**config.mk**
```make
export PLATFORM = sky130hd
export DESIGN_NAME = slope_angle_rms_distance_unit
export DESIGN_NICKNAME = d
export VERILOG_FILES = /design/src/hdl/sard_pkg.sv /design/src/hdl/slope_angle_rms_distance_unit.sv /design/src/hdl/sard_queue.sv /design/src/hdl/sard_engine.sv
export SDC_FILE = /design/constraint.sdc
export NUM_CORES = 2
export LEC_CHECK = 0
export BUFFER_PORTS_ARGS = -buffer_cell sky130_fd_sc_hd__buf_2
export CORE_MARGIN = 2
export CORE_UTILIZATION = 55
export DETAILED_ROUTE_END_ITERATION = 8
export PLACE_DENSITY_LB_ADDON = 0.1
export SYNTH_ARGS = -nofsm -noshare
export SYNTH_HDL_FRONTEND = slang
export SYNTH_SLANG_ARGS = --single-unit
```
**constraint.sdc**
```tcl
create_clock -name i_clk -period 36.5 [get_ports i_clk]
set_input_delay 1.825 -clock i_clk [delete_from_list [all_inputs] [get_ports i_clk]]
set_output_delay 1.825 -clock i_clk [all_outputs]
set_load 0.005 [all_outputs]
```
**src/hdl/sard_pkg.sv**
```systemverilog
package sard_pkg;

    localparam int MaxLength   = 4096;
    localparam int AngleIters  = 20;
    localparam int HalfPiQ14   = 25736;
    localparam int CntW        = 13;
    localparam int SumW        = 48;
    localparam int QueueDepth  = 4;

    // one classified element handed from the front to the back
    typedef struct packed {
        logic [31:0] base_sample;
        logic [31:0] price_step;
        logic [15:0] series_id;
        logic        last;
    } t_elem;

    typedef struct packed {
        logic [15:0] rms_distance;
        logic [15:0] result_series;
        logic        kept;
        logic        too_long;
    } t_result;

    typedef enum logic [2:0] {
        ST_IDLE,
        ST_CORDIC,
        ST_ACCUM,
        ST_DIVIDE,
        ST_SQRT,
        ST_EMIT
    } t_state;

    function automatic logic [21:0] angle_tab(input logic [4:0] i);
        logic [21:0] v;
        unique case (i)
            5'd0:  v = 22'd823550;
            5'd1:  v = 22'd486170;
            5'd2:  v = 22'd256879;
            5'd3:  v = 22'd130396;
            5'd4:  v = 22'd65451;
            5'd5:  v = 22'd32757;
            5'd6:  v = 22'd16383;
            5'd7:  v = 22'd8192;
            5'd8:  v = 22'd4096;
            5'd9:  v = 22'd2048;
            5'd10: v = 22'd1024;
            5'd11: v = 22'd512;
            5'd12: v = 22'd256;
            5'd13: v = 22'd128;
            5'd14: v = 22'd64;
            5'd15: v = 22'd32;
            5'd16: v = 22'd16;
            5'd17: v = 22'd8;
            5'd18: v = 22'd4;
            5'd19: v = 22'd2;
            default: v = 22'd0;
        endcase
        return v;
    endfunction

endpackage

```
**src/hdl/slope_angle_rms_distance_unit.sv**
```systemverilog
// Angle RMS distance between a reference slope series and a price-step series.
// Each input transfer holds one sample pair; the transfer with tlast closes the
// series and yields one result transfer. Each element passes through a fetch,
// the shared 20-step arctangent loop and an accumulate step; a closing element
// then goes through the bit-serial divide, the square root and the result
// transfer, which waits for the receiver. A 4-entry queue sits between input
// and the arithmetic engine.
module slope_angle_rms_distance_unit
    import sard_pkg::*;
(
    input  logic        i_clk,
    input  logic        i_rst_n,
    input  logic        s_axis_tvalid,
    output logic        s_axis_tready,
    input  logic [79:0] s_axis_tdata,  // base_sample, price_step, series_id
    input  logic        s_axis_tlast,
    output logic        m_axis_tvalid,
    input  logic        m_axis_tready,
    output logic [31:0] m_axis_tdata,  // rms_distance, result_series
    output logic [1:0]  m_axis_tuser   // kept, too_long
);
    t_elem   in_elem, q_elem;
    t_result res;
    logic    q_full, q_empty, q_pop;

    always_comb begin
        in_elem.base_sample = s_axis_tdata[31:0];
        in_elem.price_step  = s_axis_tdata[63:32];
        in_elem.series_id   = s_axis_tdata[79:64];
        in_elem.last        = s_axis_tlast;
    end

    assign s_axis_tready = !q_full;

    sard_queue u_queue (
        .i_clk, .i_rst_n,
        .i_push (s_axis_tvalid), .i_data(in_elem), .o_full(q_full),
        .i_pop  (q_pop), .o_empty(q_empty), .o_data(q_elem)
    );

    sard_engine u_engine (
        .i_clk, .i_rst_n,
        .i_empty(q_empty), .i_data(q_elem), .o_pop(q_pop),
        .o_valid(m_axis_tvalid), .o_result(res), .i_ready(m_axis_tready)
    );

    assign m_axis_tdata = {res.result_series, res.rms_distance};
    assign m_axis_tuser = {res.too_long, res.kept};
endmodule

```
**src/hdl/sard_queue.sv**
```systemverilog
module sard_queue
    import sard_pkg::*;
(
    input  logic  i_clk,
    input  logic  i_rst_n,
    input  logic  i_push,
    input  t_elem i_data,
    output logic  o_full,
    input  logic  i_pop,
    output logic  o_empty,
    output t_elem o_data
);
    localparam int AW = $clog2(QueueDepth);

    t_elem          r_mem [QueueDepth];
    logic [AW:0]    r_wr, n_wr, r_rd, n_rd;

    assign o_full  = (r_wr[AW] != r_rd[AW]) && (r_wr[AW-1:0] == r_rd[AW-1:0]);
    assign o_empty = (r_wr == r_rd);
    assign o_data  = r_mem[r_rd[AW-1:0]];
    assign n_wr    = r_wr + (AW+1)'(i_push && !o_full);
    assign n_rd    = r_rd + (AW+1)'(i_pop && !o_empty);

    always_ff @(posedge i_clk) begin
        if (!i_rst_n) begin
            r_wr <= '0;
            r_rd <= '0;
        end else begin
            r_wr <= n_wr;
            r_rd <= n_rd;
        end
        if (i_push && !o_full) begin
            r_mem[r_wr[AW-1:0]] <= i_data;
        end
    end
endmodule

```
**src/hdl/sard_engine.sv**
```systemverilog
module sard_engine
    import sard_pkg::*;
(
    input  logic    i_clk,
    input  logic    i_rst_n,
    input  logic    i_empty,
    input  t_elem   i_data,
    output logic    o_pop,
    output logic    o_valid,
    output t_result o_result,
    input  logic    i_ready
);
    t_state r_state, n_state;
    logic signed [49:0] r_xa, r_ya, r_xb, r_yb;
    logic signed [23:0] r_za, r_zb;
    logic [4:0]         r_it;
    logic               r_nega, r_negb, r_zeroa, r_zerob;
    logic [15:0]        r_id;
    logic               r_last;
    logic [SumW-1:0]    r_sum, r_rem;
    logic [CntW-1:0]    r_cnt;
    logic               r_ovf;
    logic [5:0]         r_step;
    logic [SumW-1:0]    r_quo;
    logic [SumW-1:0]    r_sv, r_res, r_bit;
    t_result            r_out;

    logic [31:0] mag_a, mag_b;
    logic [15:0] ang_a, ang_b;
    logic signed [17:0] diff;
    logic [16:0] absd;
    logic [SumW:0] trial;
    logic [SumW-1:0] rb;

    assign mag_a = i_data.base_sample[31] ? (~i_data.base_sample + 32'd1)
                                          : i_data.base_sample;
    assign mag_b = i_data.price_step[31] ? (~i_data.price_step + 32'd1)
                                         : i_data.price_step;

    function automatic logic [15:0] round_angle(input logic signed [23:0] z);
        logic [17:0] r;
        r = (z < 0) ? 18'd0 : 18'((24'(z) + 24'd32) >> 6);
        if (r > 18'(HalfPiQ14)) r = 18'(HalfPiQ14);
        return r[15:0];
    endfunction

    always_comb begin
        ang_a = r_zeroa ? 16'd0 : round_angle(r_za);
        ang_b = r_zerob ? 16'd0 : round_angle(r_zb);
        diff  = (r_nega ? -18'(ang_a) : 18'(ang_a)) - (r_negb ? -18'(ang_b) : 18'(ang_b));
        absd  = diff[17] ? 17'(-diff) : 17'(diff);
        trial = {1'b0, r_rem[SumW-2:0], r_sum[SumW-1 - r_step]}
              - {{(SumW-CntW+1){1'b0}}, r_cnt};
        rb    = r_res + r_bit;
    end

    always_comb begin
        n_state = r_state;
        unique case (r_state)
            ST_IDLE:   if (!i_empty) n_state = ST_CORDIC;
            ST_CORDIC: if (r_it == 5'(AngleIters - 1)) n_state = ST_ACCUM;
            ST_ACCUM:  n_state = r_last ? ST_DIVIDE : ST_IDLE;
            ST_DIVIDE: if (r_step == 6'(SumW - 1)) n_state = ST_SQRT;
            ST_SQRT:   if (r_bit == '0) n_state = ST_EMIT;
            ST_EMIT:   if (i_ready) n_state = ST_IDLE;
            default:   n_state = ST_IDLE;
        endcase
    end

    always_comb begin
        o_pop    = (r_state == ST_IDLE) && !i_empty;
        o_valid  = (r_state == ST_EMIT);
        o_result = r_out;
    end

    always_ff @(posedge i_clk) begin
        if (!i_rst_n) begin
            r_state <= ST_IDLE;
            r_sum   <= '0;
            r_cnt   <= '0;
            r_ovf   <= 1'b0;
        end else begin
            r_state <= n_state;
            unique case (r_state)
                ST_IDLE: begin
                    r_xa <= 50'sd1 <<< 32; r_xb <= 50'sd1 <<< 32;
                    r_ya <= $signed({2'b0, mag_a, 16'd0});
                    r_yb <= $signed({2'b0, mag_b, 16'd0});
                    r_za <= '0; r_zb <= '0; r_it <= '0;
                    r_nega <= i_data.base_sample[31];
                    r_negb <= i_data.price_step[31];
                    r_zeroa <= (mag_a == 0); r_zerob <= (mag_b == 0);
                    r_id <= i_data.series_id; r_last <= i_data.last;
                end
                ST_CORDIC: begin
                    if (r_ya >= 0) begin
                        r_xa <= r_xa + (r_ya >>> r_it); r_ya <= r_ya - (r_xa >>> r_it);
                        r_za <= r_za + 24'(angle_tab(r_it));
                    end else begin
                        r_xa <= r_xa - (r_ya >>> r_it); r_ya <= r_ya + (r_xa >>> r_it);
                        r_za <= r_za - 24'(angle_tab(r_it));
                    end
                    if (r_yb >= 0) begin
                        r_xb <= r_xb + (r_yb >>> r_it); r_yb <= r_yb - (r_xb >>> r_it);
                        r_zb <= r_zb + 24'(angle_tab(r_it));
                    end else begin
                        r_xb <= r_xb - (r_yb >>> r_it); r_yb <= r_yb + (r_xb >>> r_it);
                        r_zb <= r_zb - 24'(angle_tab(r_it));
                    end
                    r_it <= r_it + 5'd1;
                end
                ST_ACCUM: begin
                    if (r_cnt < CntW'(MaxLength)) begin
                        r_sum <= r_sum + SumW'(absd) * SumW'(absd);
                        r_cnt <= r_cnt + 1'b1;
                    end else begin
                        r_ovf <= 1'b1;
                    end
                    r_step <= '0;
                    r_rem  <= '0;
                end
                ST_DIVIDE: begin
                    // restoring division, one quotient bit per cycle
                    if (!trial[SumW]) begin
                        r_rem <= trial[SumW-1:0];
                        r_quo <= {r_quo[SumW-2:0], 1'b1};
                    end else begin
                        r_rem <= {r_rem[SumW-2:0], r_sum[SumW-1 - r_step]};
                        r_quo <= {r_quo[SumW-2:0], 1'b0};
                    end
                    r_step <= r_step + 6'd1;
                    r_res  <= '0;
                    r_bit  <= SumW'(1) << (SumW - 2);
                end
                ST_SQRT: begin
                    if (r_step == 6'(SumW)) begin
                        r_sv   <= r_quo;
                        r_step <= '0;
                    end else if (r_bit != '0) begin
                        if (r_sv >= rb) begin
                            r_sv  <= r_sv - rb;
                            r_res <= (r_res >> 1) + r_bit;
                        end else begin
                            r_res <= r_res >> 1;
                        end
                        r_bit <= r_bit >> 2;
                    end
                    if (n_state == ST_EMIT) begin
                        r_out.rms_distance  <= r_res[15:0];
                        r_out.result_series <= r_id;
                        r_out.kept          <= (r_res[15:0] != 0);
                        r_out.too_long      <= r_ovf;
                        r_sum <= '0; r_cnt <= '0; r_ovf <= 1'b0;
                    end
                end
                default: ;
            endcase
        end
    end
endmodule

```
==> results_dict.tcl <==
set metrics [dict create \
    status "completed" \
    cts_tree "yes" \
    layout_common_cells "edfxtp_1, nor2_1, nand2_1" \
    dp.cells 10500 \
    root_buffer "clkbuf_16" \
    cp.arrival_ns 15.62 \
    synth_enable_flop_cells 853 \
    yosys_warnings 0 \
    rows 144 \
    setup_viol 0 \
    drcViolationCount 0 \
    clk-insertion-delay-late_ns 0.78 \
    critical-path-max-stage-delay_ns 1.04 \
    ant_nets 0 \
    die_w_um 398 \
    wl_per_cell_um 22.0 \
    drive_above_1_share_pct 11.6 \
    hp-start "u_engine.r_id[3]" \
    ys_top_cells_by_area "edfxtp_1, mux4_2, ha_1, fa_1, xnor2_1" \
    initial_core_util_pct 55.5 \
    place_area_um2 88000 \
    yosysSeqAreaShare_pct 32.1 \
    crit_type "reg -> reg" \
    critPathMostFrequentCell "fa_1" \
    clockBufferDepth 3 \
    gr-total-overflow 0 \
    worst_r2r_path_depth 44 \
    io_pins 121 \
    cts_num_sinks 944 \
    cts-buffers-inserted 108 \
    slowest_stage "xnor2_2" \
    synth_top_area_share_pct 29.9 \
    clkTransAtPathRegs_ns 0.06 \
    postLayoutCellArea_um2 91600 \
    synth_nets 9509 \
    numPortBuffers 120 \
    grt_pass1_vias 65700 \
    tightest_slew_ns 1.35 \
    grt_start_max_net_pins 166 \
    worstReg2RegStart "u_engine.r_zb[5]" \
    fin_crit_ns 14.95 \
    cts_htree_levels 3 \
    drv_slew 0 \
    post_cts_resized 0 \
    hold_viol_final 0 \
    syn2layout_area_growth_pct 7.04 \
    critPathBufInv 5 \
    clock_skew_ns 0.0901 \
    grt_pass1_wl_um 374000 \
    required_ns 37.17 \
    fin_nets 9431 \
    wirelength_um 236000 \
    tns_ns 0 \
    syn_inst 8675 \
    fp.dieH_um 398 \
    drv_cap 0 \
    crit_family "compound AO/OA/AOI/OAI gates" \
    path_depth 44 \
    synth_largest_area_cell "edfxtp_1" \
    end_kind "flip-flop" \
    syn_area_um2 85600 \
    drtPass1Iterations 6 \
    ys_ff_latch 944 \
    drt_iter0_markers 6427 \
    ys_async_sr_fraction_pct 0 \
    holdPathStages 0 \
    relSlewSlack_pct 9.35 \
    core_um2 154000 \
    crit_start "u_engine.r_zb[5]" \
    ctsHoldBuffers 0 \
    postCtsSetupRepairBufs 0 \
    num_vias 68200 \
    vias_per_cell 6.36 \
    gp_congestion 0.968 \
    grtUsageTotal_pct 29.6 \
    start_kind "flip-flop" \
    instances_no_fill 10700 \
    avgSynthCellArea_um2 9.86 \
    rsz0062_at_grt "no" \
    antenna_found_initial 4 \
    fmax_mhz 66.9 \
    hold_class "reg -> reg" \
    finalCritPeriodShare_pct 41.0 \
    die-area_um2 159000 \
    synthFlopType "edfxtp_1" \
    cp_max_fo 21 \
    layout_commonest_cell "edfxtp_1" \
    ys_types 96 \
    post-dp-hpwl_um 176000 \
]
[kinds of logic after synthesis]
group	synth area share, %
simple gates	15.0
compound gates	14.8
flops	32.1
buf+inv	4.18
fa+ha+maj	13.0
xor+xnor	7.16
mux	13.8
[cells in the mapped netlist, drive strengths merged, types with 103 or more instances]
cell type	instances
edfxtp	853
nor2	825
nand2	770
a21oi	548
ha	517
inv	510
o21ai	472
mux4	403
xnor2	393
xor2	306
clkbuf	271
fa	232
a21o	226
nor3	194
mux2i	162
buf	128
nand3	127
and2	119
a31oi	105
or3	103
[flip-flops by register name, summed over array words and instances, names as in the netlist, 3 cells and up, named ones only]
register,count
u_engine.r_state,3
u_queue.r_wr,3
u_engine.r_xb,50
u_engine.r_id,16
u_engine.r_bit,24
u_engine.r_za,24
u_engine.r_yb,50
u_engine.r_xa,50
u_engine.r_quo,48
u_engine.r_res,48
u_engine.r_it,5
u_engine.r_ya,50
u_queue.r_mem,324
u_engine.r_rem,47
u_queue.r_rd,3
u_engine.r_step,6
u_engine.r_sv,48
u_engine.r_cnt,13
u_engine.r_zb,24
u_engine.o_result,34
u_engine.r_sum,48
[routing by layer]
metal  vias to the layer above  track usage [%]  wire length [um]
met5                         -                0                22
met4                         4             8.02              6350
met3                       347             4.10             15900
met2                      2335             46.4            107000
met1                     33600             43.1            107000
li1                      31900                -                 -
[through the flow]
stage / hold slack (ns) / utilization [%] / worst slack (ns)
floorplan: 0.400 / - / 23.43
global placement: 0.402 / 57.0 / 22.15
detailed placement: 0.405 / 57.0 / 21.75
CTS: 0.419 / 59.4 / 21.73
global route: 0.423 / 59.4 / 20.27
finish: 0.416 / 59.4 / 21.55
[worst paths after layout]
check	slack, ns	to
min	0.42	u_engine.o_result[5]
max	21.55	u_engine.r_sum[47]
min reg2reg	0.42	u_engine.o_result[5]
max reg2reg	21.55	u_engine.r_sum[47]
[final cells by class]
cell class / count / area (um^2)
multi-input combinational: 6813 / 54700
fill: 13300 / 62700
timing repair buffer: 211 / 1320
sequential: 944 / 27400
antenna: 1 / 2.50
tap: 2044 / 2560
inverter: 519 / 1970
clock buffer: 139 / 2910
clock inverter: 60 / 674
Power is not shown: default switching activity piles up to over one toggle a cycle in this logic, so the estimate is an artifact.
